`config.mk`:
```
export PLATFORM = sky130hd
export DESIGN_NAME = sws_cell
export DESIGN_NICKNAME = d
export VERILOG_FILES = /design/src/rtl/assert_macros.svh /design/src/rtl/sws_pkg.sv /design/src/rtl/sws_cell.sv
export SDC_FILE = /design/constraint.sdc
export NUM_CORES = 1
export LEC_CHECK = 0
export BUFFER_PORTS_ARGS = -buffer_cell sky130_fd_sc_hd__buf_2
export CAP_MARGIN = 10
export CORE_ASPECT_RATIO = 1.4
export CORE_MARGIN = 3
export CORE_UTILIZATION = 26
export CTS_BUF_LIST = sky130_fd_sc_hd__clkbuf_4 sky130_fd_sc_hd__clkbuf_8
export CTS_CLUSTER_DIAMETER = 100
export DETAILED_ROUTE_END_ITERATION = 7
export PLACE_DENSITY = 0.47
export SKIP_CTS_REPAIR_TIMING = 1
export SKIP_LAST_GASP = 1
export SLEW_MARGIN = 15
export SYNTH_ARGS = -nofsm -noshare
export SYNTH_HDL_FRONTEND = slang
export SYNTH_SLANG_ARGS = --single-unit
```
`constraint.sdc`:
```
create_clock -name clk -period 4.45 [get_ports clk]
set_clock_uncertainty 0.2 [all_clocks]
set_input_delay 0.445 -clock clk [delete_from_list [all_inputs] [get_ports clk]]
set_output_delay 0.445 -clock clk [all_outputs]
set_load 0.01 [all_outputs]
```
`src/rtl/assert_macros.svh`:
```
// ----------------------------------------------------------------------------
// assert_macros.svh
// Concurrent assertion shorthands shared by the sorter RTL.
// ----------------------------------------------------------------------------
`ifndef ASSERT_MACROS_SVH
`define ASSERT_MACROS_SVH

// Check a property on every rising clock edge outside reset.
`define SWS_ASSERT(lbl, clk, rst_n, prop, msg) \
    lbl: assert property (@(posedge clk) disable iff (!rst_n) (prop)) else $error(msg);

// Check that a condition in one cycle is followed by another in the next.
`define SWS_ASSERT_NEXT(lbl, clk, rst_n, ante, cons, msg) \
    lbl: assert property (@(posedge clk) disable iff (!rst_n) (ante) |=> (cons)) \
        else $error(msg);

`endif

```
`src/rtl/sws_pkg.sv`:
```
// ----------------------------------------------------------------------------
// sws_pkg
// Shared types and constants for the signed word sorter.
// ----------------------------------------------------------------------------
`default_nettype none

package sws_pkg;

    localparam int WORD_W = 32;

    typedef logic signed [WORD_W-1:0] word_t;

    // Word moving between neighboring cells, with its valid or occupied flag.
    typedef struct packed {
        logic  vld;
        word_t data;
    } link_t;

    typedef enum logic [1:0] {
        ST_LOAD,
        ST_DRAIN,
        ST_EMIT
    } state_t;

    // Control from the sequencer to the datapath.
    typedef struct packed {
        logic in_ready;
        logic insert;
        logic shift;
        logic out_valid;
        logic last_out;
        logic overflowed;
    } ctl_t;

endpackage

`default_nettype wire

```
`src/rtl/sws_cell.sv`:
```
// ----------------------------------------------------------------------------
// sws_cell
// One sorting cell: keeps the smaller word, passes the larger one right,
// or shifts the right neighbor's word in while the run is unloaded.
// ----------------------------------------------------------------------------
`default_nettype none

module sws_cell
    import sws_pkg::*;
(
    input  wire logic  clk,
    input  wire logic  rst_n,
    input  wire logic  shift,
    input  wire link_t fwd_in,
    input  wire link_t right_in,
    output link_t      fwd_out,
    output link_t      held
);

    logic  occ_reg,      occ_next;
    word_t data_reg,     data_next;
    logic  fwd_vld_reg,  fwd_vld_next;
    word_t fwd_data_reg, fwd_data_next;

    always_comb
    begin
        occ_next      = occ_reg;
        data_next     = data_reg;
        fwd_vld_next  = 1'b0;
        fwd_data_next = fwd_data_reg;
        if (shift)
        begin
            occ_next  = right_in.vld;
            data_next = right_in.data;
        end
        else if (fwd_in.vld)
        begin
            if (!occ_reg)
            begin
                occ_next  = 1'b1;
                data_next = fwd_in.data;
            end
            else if (fwd_in.data < data_reg)
            begin
                // keep the new smaller word, push the old one on
                data_next     = fwd_in.data;
                fwd_vld_next  = 1'b1;
                fwd_data_next = data_reg;
            end
            else
            begin
                fwd_vld_next  = 1'b1;
                fwd_data_next = fwd_in.data;
            end
        end
    end

    always_ff @(posedge clk or negedge rst_n)
    begin
        if (!rst_n)
        begin
            occ_reg     <= 1'b0;
            fwd_vld_reg <= 1'b0;
        end
        else
        begin
            occ_reg     <= occ_next;
            fwd_vld_reg <= fwd_vld_next;
        end
    end

    always_ff @(posedge clk)
    begin
        data_reg     <= data_next;
        fwd_data_reg <= fwd_data_next;
    end

    assign fwd_out = '{vld: fwd_vld_reg, data: fwd_data_reg};
    assign held    = '{vld: occ_reg, data: data_reg};

endmodule

`default_nettype wire

```
==> flow_summary.yaml <==
power:
  leakage_uw: 0.002212
  total_power_uw: 1813
  ir_worst_vdd_mv: 0.1726
  power_density_mw_per_mm2: 376.1
grt:
  antenna_found_initial: 0
  grt_pass1_wl_um: 13860
  first_global_vias: 2708
  grt_max_degree: 37
  grt_usage: 0.1152
  grt.overflow.total: 0
synthesis:
  yosysTopAreaCell: "edfxtp_1"
  synth_nets: 360
  ys_types: 30
  syn_area_mm2: 0.003707
  ys.flop_type: "edfxtp_1"
  ys_seq_area_frac: 0.5319
  synth.top_cell.area_share: 0.5184
  yosysMostFrequentCell: "edfxtp_1"
  yosys_register_bits: 66
  yosysWarnings: 0
  avgSynthCellArea_um2: 14.26
  synth_edf_count: 64
  synthCells: 260
  synth_area_leaders: "edfxtp_1 (52%), mux2_4 (12%), mux2_2 (11%)"
  async_flop_share: 0.03030
  synth_commonest_cells: "edfxtp_1 (64), mux2_2 (35), inv_1 (32), ha_1 (31), mux2_4 (29)"
sta:
  maxSlewHeadroom: 0.3197
  clock.fmax_mhz: 310.2
  whs_ns: 0.1148
  tightest_slew_ns: 1.018
  setup_viol: 0
  hold_violations: 0
  fin_crit_ns: 3.223
  drv_slew: 0
  fin_setup_tns_ns: 0
  rsz0062_at_grt: "no"
  fin_crit_sh: 0.7243
setup_path:
  cp.depth: 9
  crit_start: "data_reg[25]"
  worstSetupEndpointType: "register"
  worst-path-buf-inv: 2
  r2r_slack_ns: 1.23
  crit_type: "reg -> reg"
  r2r-start: "data_reg[25]"
  cp_slowest_cell: "edfxtp_1"
  worstPathRequired_ns: 4.33
  crit_fanout: 16
  crit_family: "compound AO/OA/AOI/OAI gates"
  worstRegToRegCells: 9
  rr_endpoint: "fwd_data_reg[0]"
  critPathMaxStageDelay_ns: 0.41
  crit_arrival_ns: 3.11
  crit_chain: "inv_1, ha_1, a21o_1, a221o_1, a221o_1, o2bb2ai_1, a211oi_4, buf_4, mux2_2"
  crit_end: "fwd_data_reg[0]"
  cp-start-kind: "register"
  cp_common_cell: "a221o_1"
clock_network:
  path_clk_slew_ns: 0.07
  h-tree-depth: 3
  cts-root-buf: "clkbuf_8"
  insertion_delay_ns: 0.34
  clockBufferDepth: 2
  cts_inserted_buffers: 9
  clock-sinks: 66
  cts_tree: "yes"
finish:
  utilization: 0.3465
  instances_no_fill: 591
  area_growth_pct: 30.00
  drive_gt1_frac: 0.5468
  nets: 501
  insertedDiodeCount: 0
run_status:
  status: "complete, no violations"
place:
  routabilityCongestion: 0.7335
  dpl.hpwl_um: 6881
  io_buffers: 134
  dp.cells: 574
floorplan:
  initial_utilization: 0.2665
  chipHeight_um: 147.3
  num_rows: 51
  dieArea_mm2: 0.01575
  core_mm2: 0.01391
  io_pins: 135
  die_w_um: 106.9
route:
  dr.pass1.iters: 4
  via_count: 2549
  drtAntennaViolNets: 0
  viasPerCell: 4.313
  wl_met1_um: 3515
  top_layer: "met4"
  wl_met2_um: 4708
  drc_errors: 0
  wl_um: 8854
  post_drt_wl_per_cell_um: 14.98
  drtIter0Drc: 49
  wl_met3_um: 466
run:
  cap_violations: 0
hold_path:
  hold_class: "in -> reg"
==> worst min-delay path by stage <==
stage,start,end,slack (ns),cells past startpoint
after floorplan,rst_n,fwd_vld_reg,-0.05,0
final,right_in[32],occ_reg,0.11,3
after CTS,rst_n,fwd_vld_reg,-0.35,1
after detailed placement,rst_n,fwd_vld_reg,0.03,1
after global routing,right_in[32],occ_reg,0.11,3
after global placement,rst_n,occ_reg,0.03,1
==> area by class of cell <==
cell class              count  area (µm²)
clock buffers              10       131.4
well taps                 185       231.5
inverters                  32       120.1
fillers                  1445        9091
repair buffers            139       723.2
flip-flops and latches     66        1972
clock inverters             6       81.33
multi-input cells         153        1560
==> cells by family after synthesis <==
logic type,after synthesis,synth area share
mux,64,0.2238
simple gates,30,0.03848
flops,66,0.5319
compound gates,28,0.05164
fa+ha+maj,31,0.1046
buf+inv,41,0.04961
==> through the flow <==
stage	instance area [µm²]	setup slack, ns
final	4820	1.227
after global routing	4820	1.083
after CTS	4810	1.184
after detailed placement	4597	1.042
after global placement	4597	1.054
after floorplan	3707	0.7469
==> worst min-delay path, delay by kind of cell <==
kind | cells | cell delay, ns
buf+inv | 1 | 0.08
compound gates | 1 | 0.05
simple gates | 1 | 0.04
==> cells in the final DEF, fill, tap and decap left out, drive strengths merged, types with 3 or more instances in the layout <==
cell type,instances
a211oi,3
inv,32
clkinv,4
o21ai,6
mux2,64
nor2,10
edfxtp,64
ha,31
clkbuf,10
buf,138
a21oi,11
nand2,11
==> per-layer routing <==
layer  track usage  vias up
li1              -     1241
met1        0.1248     1218
met2        0.2122       82
met3       0.02725        8
met4       0.04671        0
met5             0        -
==> where the power goes <==
part           total, µW  internal, µW  switching [µW]
clock network        549           318             231
logic                467           245             222
registers            797           766            31.7
total               1810          1330             484
No activity file was read; power rests on OpenSTA's default activity.
