`src/rtl/assert_macros.svh`:
```
// ----------------------------------------------------------------------------
// assert_macros.svh
// Concurrent assertion shorthands shared by the sorter RTL.
// ----------------------------------------------------------------------------
`ifndef ASSERT_MACROS_SVH
`define ASSERT_MACROS_SVH

// Check a property on every rising clock edge outside reset.
`define SWS_ASSERT(lbl, clk, rst_n, prop, msg) \
    lbl: assert property (@(posedge clk) disable iff (!rst_n) (prop)) else $error(msg);

// Check that a condition in one cycle is followed by another in the next.
`define SWS_ASSERT_NEXT(lbl, clk, rst_n, ante, cons, msg) \
    lbl: assert property (@(posedge clk) disable iff (!rst_n) (ante) |=> (cons)) \
        else $error(msg);

`endif

```
`src/rtl/sws_pkg.sv`:
```
// ----------------------------------------------------------------------------
// sws_pkg
// Shared types and constants for the signed word sorter.
// ----------------------------------------------------------------------------
`default_nettype none

package sws_pkg;

    localparam int WORD_W = 32;

    typedef logic signed [WORD_W-1:0] word_t;

    // Word moving between neighboring cells, with its valid or occupied flag.
    typedef struct packed {
        logic  vld;
        word_t data;
    } link_t;

    typedef enum logic [1:0] {
        ST_LOAD,
        ST_DRAIN,
        ST_EMIT
    } state_t;

    // Control from the sequencer to the datapath.
    typedef struct packed {
        logic in_ready;
        logic insert;
        logic shift;
        logic out_valid;
        logic last_out;
        logic overflowed;
    } ctl_t;

endpackage

`default_nettype wire

```
`src/rtl/sws_ctrl.sv`:
```
// ----------------------------------------------------------------------------
// sws_ctrl
// Run sequencer: counts loaded words, waits for the chain to settle,
// then steps the sorted words out under the receiver's stall.
// ----------------------------------------------------------------------------
`default_nettype none

`include "assert_macros.svh"

module sws_ctrl
    import sws_pkg::*;
#(
    parameter int MAX_WORDS = 64
)
(
    input  wire logic clk,
    input  wire logic rst_n,
    input  wire logic in_valid,
    input  wire logic is_last,
    input  wire logic out_stall,
    output ctl_t      ctl
);

    localparam int CW = $clog2(MAX_WORDS + 1);
    localparam int DW = $clog2(MAX_WORDS);

    state_t         state_reg, state_next;
    logic [CW-1:0]  cnt_reg,   cnt_next;
    logic [DW-1:0]  drain_reg, drain_next;
    logic           ovf_reg,   ovf_next;

    always_comb
    begin
        state_next     = state_reg;
        cnt_next       = cnt_reg;
        drain_next     = drain_reg;
        ovf_next       = ovf_reg;
        ctl            = '0;
        ctl.overflowed = ovf_reg;
        case (state_reg)
            ST_LOAD:
            begin
                ctl.in_ready = 1'b1;
                if (in_valid)
                begin
                    if (cnt_reg < CW'(MAX_WORDS))
                    begin
                        ctl.insert = 1'b1;
                        cnt_next   = cnt_reg + 1'b1;
                    end
                    else
                    begin
                        ovf_next = 1'b1;
                    end
                    if (is_last)
                    begin
                        drain_next = '0;
                        state_next = ST_DRAIN;
                    end
                end
            end
            ST_DRAIN:
            begin
                // let the last insertion wave reach its resting cell
                drain_next = drain_reg + 1'b1;
                if (drain_reg == DW'(MAX_WORDS - 1))
                begin
                    state_next = ST_EMIT;
                end
            end
            ST_EMIT:
            begin
                ctl.out_valid = 1'b1;
                ctl.last_out  = (cnt_reg == CW'(1));
                if (!out_stall)
                begin
                    ctl.shift = 1'b1;
                    cnt_next  = cnt_reg - 1'b1;
                    if (cnt_reg == CW'(1))
                    begin
                        ovf_next   = 1'b0;
                        state_next = ST_LOAD;
                    end
                end
            end
            default:
            begin
                state_next = ST_LOAD;
            end
        endcase
    end

    always_ff @(posedge clk or negedge rst_n)
    begin
        if (!rst_n)
        begin
            state_reg <= ST_LOAD;
            cnt_reg   <= '0;
            drain_reg <= '0;
            ovf_reg   <= 1'b0;
        end
        else
        begin
            state_reg <= state_next;
            cnt_reg   <= cnt_next;
            drain_reg <= drain_next;
            ovf_reg   <= ovf_next;
        end
    end

    `SWS_ASSERT(a_cnt_bound, clk, rst_n, cnt_reg <= CW'(MAX_WORDS), "word count past capacity")
    `SWS_ASSERT(a_emit_nonempty, clk, rst_n, !ctl.out_valid || cnt_reg != '0, "emit with no words")
    `SWS_ASSERT_NEXT(a_run_end, clk, rst_n, ctl.shift && ctl.last_out, ctl.in_ready && !ovf_reg, "run end did not return to load")

endmodule

`default_nettype wire

```
`config.mk`:
```
export PLATFORM = sky130hd
export DESIGN_NAME = sws_ctrl
export DESIGN_NICKNAME = d
export VERILOG_FILES = /design/src/rtl/sws_pkg.sv /design/src/rtl/sws_ctrl.sv
export VERILOG_INCLUDE_DIRS = /design/src /design/src/rtl
export SDC_FILE = /design/constraint.sdc
export NUM_CORES = 1
export LEC_CHECK = 0
export ABC_CLOCK_PERIOD_IN_PS = 3800
export BUFFER_PORTS_ARGS = -buffer_cell sky130_fd_sc_hd__buf_2
export CAP_MARGIN = 20
export CORE_ASPECT_RATIO = 1.2
export CORE_MARGIN = 2
export CORE_UTILIZATION = 45
export CTS_CLUSTER_SIZE = 20
export DETAILED_ROUTE_END_ITERATION = 8
export SYNTH_ARGS = -nofsm -noshare
export SYNTH_HDL_FRONTEND = slang
export SYNTH_SLANG_ARGS = --single-unit
```
`constraint.sdc`:
```
create_clock -name clk -period 3.8 [get_ports clk]
set_input_delay 0.19 -clock clk [delete_from_list [all_inputs] [get_ports clk]]
set_output_delay 0.19 -clock clk [all_outputs]
set_load 0.02 [all_outputs]
```
==> results of run 1 <==
## cells in the final DEF (no fill, tap or decap)
master          n
dfrtp_1        16
nor2_1         10
buf_2          10
a21oi_1         7
nand2_1         6
xnor2_1         6
inv_1           5
xor2_1          5
nand3_1         4
ha_1            4
and3_1          3
nand4_1         3
o21ai_0         3
clkbuf_4        3
nor4_1          2
nor3b_1         2
nand2b_1        1
nand3b_1        1
nor4b_2         1
nor3b_2         1
nor2_2          1
a21o_1          1
a41oi_1         1
o22ai_1         1
nand3_2         1
a221oi_2        1
nor3_1          1
a211oi_2        1
or4_1           1
nor4b_1         1
clkbuf_8        1
dlygate4sd3_1   1
## layer usage
layer	share of wire, %	track usage, %	wire length, um	up-vias
met1	44	19.5	742	340
met3	1.8	3.02	30	2
met4	1.1	7.35	19	0
li1	-	-	-	354
met2	53	30.0	886	5
met5	0	0	0	-
## worst paths after layout
| path | startpoint | to | slack, ns |
|---|---|---|---|
| max | cnt_reg[3] | ctl[1] | 1.99 |
| min | out_stall | state_reg[1] | 0.22 |
| max reg2reg | state_reg[1] | cnt_reg[3] | 2.00 |
| min reg2reg | cnt_reg[5] | cnt_reg[5] | 0.53 |
| max in group asynchronous | rst_n | state_reg[1] | 3.18 |
| min in group asynchronous | rst_n | drain_reg[0] | 0.36 |
## area by class of cell
class                   instances  area share [%]
multi-input cells              69            46.5
flip-flops and latches         16            39.6
repair buffers                 11            5.94
clock buffers                   4            3.59
inverters                       5            1.86
well taps                      20            2.48
## report_power, final
part | switching [mW] | internal (mW)
clock network | 0.0512 | 0.0582
logic | 0.124 | 0.114
registers | 0.102 | 0.247
total | 0.277 | 0.419
## critical path: stages, from the launching register on
cell,delay [ns]
dfrtp_1,0.46
nor4_1,0.43
nand3b_1,0.16
nor2_1,0.12
buf_2,0.18
## Yosys cell counts, drive strengths merged
cell    number
nor3b        3
a21oi        7
nand2        6
nor4         2
nor4b        2
xnor2        6
a41oi        1
o22ai        1
and3         3
a211oi       1
a21o         1
nand3        5
nand2b       1
nand3b       1
or4          1
a221oi       1
dfrtp       16
ha           4
xor2         5
inv          5
nand4        3
nor2        11
nor3         1
buf          5
o21ai        3
## metrics by stage
stage	area [um2]	utilization (%)	hold WS [ns]	worst slack, ns
floorplan	928	-	-0.106	2.15
global placement	965	48.1	0.124	2.08
detailed placement	965	48.1	0.126	2.00
CTS	1010	50.4	0.212	1.97
global route	1010	50.4	0.234	1.85
finish	1010	50.4	0.218	1.99
## logic make-up (layout without fill, tap and decap cells)
| group | count (synthesis) | count (layout) | share of synthesized area (%) |
|---|---|---|---|
| XOR/XNOR | 11 | 11 | 10.4 |
| flip-flops | 16 | 16 | 43.1 |
| AND/OR/NAND/NOR | 39 | 39 | 24.1 |
| adder cells (fa/ha/maj) | 4 | 4 | 5.39 |
| buffers and inverters | 10 | 20 | 6.20 |
| AO/OA/AOI/OAI | 15 | 15 | 10.8 |
## timing repair
action                     4_1_cts  5_1_grt
setup buffers                    0        0
hold buffers                     1        0
hold endpoints to repair        16        0
setup endpoints to repair        0        0
==> key figures, run 1 <==
Status
  • Status: finished clean

STA
  • Least-Margin Pin Slew: 0.475 ns
  • Clock Skew: 0.00239 ns
  • RSZ-0062 raised after global routing: no
  • Pins Over Slew Limit: 0
  • Final Hold Viols: 0
  • Final setup viols: 0
  • Fin Setup TNS: 0 ns
  • Worst rel slew slack: 68.3%
  • Max Freq: 552 MHz
  • Final Cycle Share: 47.7%
  • Minimum clock period: 1.81 ns

GRT
  • Initial antenna violation count: 0
  • Total GRT Usage: 17.0%
  • Remaining Overflow, GRT: 0
  • Pin count of the biggest net entering global routing: 17
  • First-pass GRT wire length: 2.97 mm
  • Vias in the first global route: 692

Setup path
  • Worst Setup End Kind: output pin
  • Max FO, Critical Path: 6
  • Setup CP Type: flop to output pin
  • Critical Path AT: 1.62 ns
  • R2R cell count: 4
  • WP data required: 3.61 ns
  • Startpoint Class: flop

Placement
  • RePlAce Congestion: 0.734
  • HPWL after DPL: 1.30 mm
  • Port Buffers: 10
  • Dpl cells: 120

Die
  • Die Wd: 45.5 um
  • Ports: 11
  • Core area: 2000 um2
  • # rows: 18
  • Height of the die: 53.8 um
  • Starting density of the core: 46.3%
  • Die ar.: 2440 um2

Detailed routing
  • Routed wire length: 1.68 mm
  • DRC Markers: 0
  • Via count: 701
  • Detailed Routing Iterations Pass 1: 4
  • WL/cell: 13.4 um
  • Detail Route Antenna Nets: 0
  • Avg Vias per Cell: 5.61
  • Iteration-0 DRC Markers: 10

Final layout
  • Max FFs per register: 7
  • Fillers: 209
  • Layout net count: 115
  • Multi-input logic area: 470 um2
  • Non-Filler Instances: 125
  • P&R area growth vs syn: 8.89%
  • Number of diodes: 0
  • Register area: 400 um2
  • Layout cell share with drive strength beyond 1: 19.0%

Logic synthesis
  • Share of the synthesized area in the top cell type: 43.1%
  • Cell area after synthesis: 928 um2
  • Register area share after synthesis: 43.1%
  • Area leader, netlist: dfrtp_1
  • Post-Syn Instances: 95
  • Synth Net Count: 104
  • Synth unique cells: 31
  • Synth top area cells: dfrtp_1 43%, xnor2_1 5.7%, ha_1 5.4%
  • Syn avg cell area: 9.77 um2
  • Flops & latches, synth: 16
  • Synth warnings: 0

Power and ir drop
  • Tot Pwr: 0.696 mW
  • Pleak: 0.462 nW
  • Worst ir drop on vdd: 363 uV
  • Power per cell area: 688 nW/um2

Clock tree
  • # H-tree levels: 1
  • CTS buffer count: 3
  • Clock sink count: 16
  • Clk pin slew, worst setup/hold paths: 0.09 ns
  • Root Buffer: clkbuf_4
  • Resized cells post-CTS: 0
  • CTS tree: yes
  • Maximum buffer depth of the clock tree: 2
  • Skew-Pair Late Insertion Delay: 0.27 ns

Hold path
  • Worst Hold Path Cells: 3
  • Min-delay worst type: input pin to flop

Flow run
  • Max Cap Viol: 0
(Power assumes the default switching activity.)
==> run 2: changes to the inputs <==
- ABC_CLOCK_PERIOD_IN_PS: 3800 -> 1800
- clock period: 3.8 -> 1.8 ns (I/O delays scaled with it)
==> key figures, run 2 (same netlist as run 1, synthesis figures left out) <==
STA
  • Pins Over Slew Limit: 0
  • RSZ-0062 raised after global routing: no
  • Least-Margin Pin Slew: 0.423 ns
  • Worst setup slack after layout: 0.186 ns
  • Max Freq: 619 MHz
  • Worst rel slew slack: 71.8%
  • Fin Setup TNS: 0 ns
  • Final Hold Viols: 0
  • Final Cycle Share: 89.7%
  • Minimum clock period: 1.61 ns
  • Clock Skew: 0.00650 ns
  • Final setup viols: 0

Power and ir drop
  • Internal: 0.889 mW
  • Clock power frac: 15.9%
  • Sw power: 0.595 mW
  • Switching Share: 40.1%
  • Pleak: 0.472 nW
  • Power per cell area: 1440 nW/um2
  • Part of the power in registers: 49.7%
  • Logic pwr share: 34.4%
  • Tot Pwr: 1.48 mW
  • Worst ir drop on vdd: 700 uV

Detailed routing
  • Iteration-0 DRC Markers: 2
  • DRC Markers: 0
  • M1 WL: 740 um
  • Avg Vias per Cell: 5.46
  • Detail Route Antenna Nets: 0
  • Wire length on met3: 36 um
  • Max Used Layer: met4
  • WL/cell: 13.6 um
  • Detailed Routing Iterations Pass 1: 4
  • Routed wire length: 1.72 mm
  • Met2 wire len: 926 um
  • Via count: 694

Setup path
  • Slowest-stage cell, CP: dfrtp_1
  • Critical Path AT: 1.52 ns
  • R2R cell count: 4
  • CP Cell Sequence: nor4_2, nand3b_1, nor2_1, buf_2
  • Setup CP Type: flop to output pin
  • Reg2reg setup slack: 0.25 ns
  • Biggest cell delay along the critical path: 0.46 ns
  • Reg2Reg Launch Point: state_reg[0]
  • Worst Setup End Kind: output pin
  • WP data required: 1.71 ns
  • Worst r2r dst: cnt_reg[3]
  • Startpoint Class: flop
  • Max FO, Critical Path: 6

Placement
  • Port Buffers: 10
  • HPWL after DPL: 1.31 mm
  • Setup WS pre-CTS: 0.240 ns
  • RePlAce Congestion: 0.726

Final layout
  • Layout cell share with drive strength beyond 1: 21.5%
  • Layout net count: 117
  • Most common cell after layout, fill and taps aside: dfrtp_1
  • Register area: 400 um2
  • Number of diodes: 0
  • Fillers: 189
  • Max FFs per register: 7
  • Multi-input logic area: 477 um2
  • Commonest non-fill, non-tap cells in the layout: 16 x dfrtp_1, 10 x nor2_1, 10 x buf_2, 7 x a21oi_1
  • P&R area growth vs syn: 11.2%

Clock tree
  • # H-tree levels: 1
  • CTS buffer count: 3
  • # Post-CTS Setup Buffers: 0
  • Maximum buffer depth of the clock tree: 2
  • Root Buffer: clkbuf_4
  • CTS tree: yes
  • Clk pin slew, worst setup/hold paths: 0.10 ns
  • Clock sink count: 16
  • Skew-Pair Late Insertion Delay: 0.28 ns

Flow run
  • Max Cap Viol: 0

GRT
  • Initial antenna violation count: 0
  • Remaining Overflow, GRT: 0
  • Total GRT Usage: 17.0%
  • Pin count of the biggest net entering global routing: 17
  • First-pass GRT wire length: 2.90 mm
  • Vias in the first global route: 663

Die
  • Die ar.: 2440 um2
  • Ports: 11
  • Starting density of the core: 46.3%
  • Height of the die: 53.8 um
  • Die Wd: 45.5 um
  • Core area: 2000 um2
  • # rows: 18

Hold path
  • Worst Hold Path Cells: 3
  • End of the worst hold path: ovf_reg
  • Min-delay worst type: input pin to flop
  • Min-delay src: out_stall

Status
  • Status: finished clean
run 2: cell types whose count changed in the layout (fill, tap and decap cells not counted), sizes merged:
cell,change
buf,+2
run 2: critical path, delay by kind of cell (launching register included):
kind	cells	cell delay, ns
DFF	1	0.46
and+or+nand+nor	3	0.61
buffers and inverters	1	0.17
run 2: power by group through the flow:
| stage | Combinational (mW) | Sequential, mW | Clock, mW |
|---|---|---|---|
| 5_1_grt | 0.597 | 0.763 | 0.264 |
| 4_1_cts | 0.518 | 0.731 | 0.247 |
| 3_5_place_dp | 0.512 | 0.738 | 0 |
| 2_1_floorplan | 0.465 | 0.669 | 0 |
| 6_report | 0.510 | 0.738 | 0.236 |
| 3_3_place_gp | 0.508 | 0.733 | 0 |
run 2: layout make-up:
cell class	instances	area share, %
inverter	5	1.82
multi-input combinational	69	46.2
timing repair buffer	13	7.27
tap	20	2.42
sequential	16	38.8
clock buffer	4	3.52
run 2: metrics by stage:
stage | hold slack (ns) | std cells | area (um2) | util [%]
CTS | 0.117 | 127 | 1030 | 51.2
global placement | 0.0270 | 122 | 980 | 48.9
finish | 0.129 | 127 | 1030 | 51.5
detailed placement | 0.0274 | 122 | 980 | 48.9
floorplan | -0.206 | 95 | 928 | -
global route | 0.130 | 127 | 1030 | 51.5
run 2: routing by layer:
metal	vias to the layer above	global-route usage [%]
met5	-	0
met4	0	8.82
met3	2	3.02
met2	5	28.2
met1	333	20.8
li1	354	-
run 2: repair_timing:
action                                  CTS  global route
hold endpoints to repair                 16             0
endpoints found under the setup margin    0             1
hold buffers                              1             0
gates resized for setup                   0             1
run 2: worst max-delay path by stage:
stage	start	endpoint	slack, ns
finish	cnt_reg[3]	ctl[1]	0.19
global route	cnt_reg[3]	ctl[1]	0.04
CTS	cnt_reg[3]	ctl[1]	0.05
detailed placement	cnt_reg[3]	cnt_reg[6]	0.24
global placement	cnt_reg[3]	cnt_reg[6]	0.29
floorplan	state_reg[0]	cnt_reg[6]	0.15
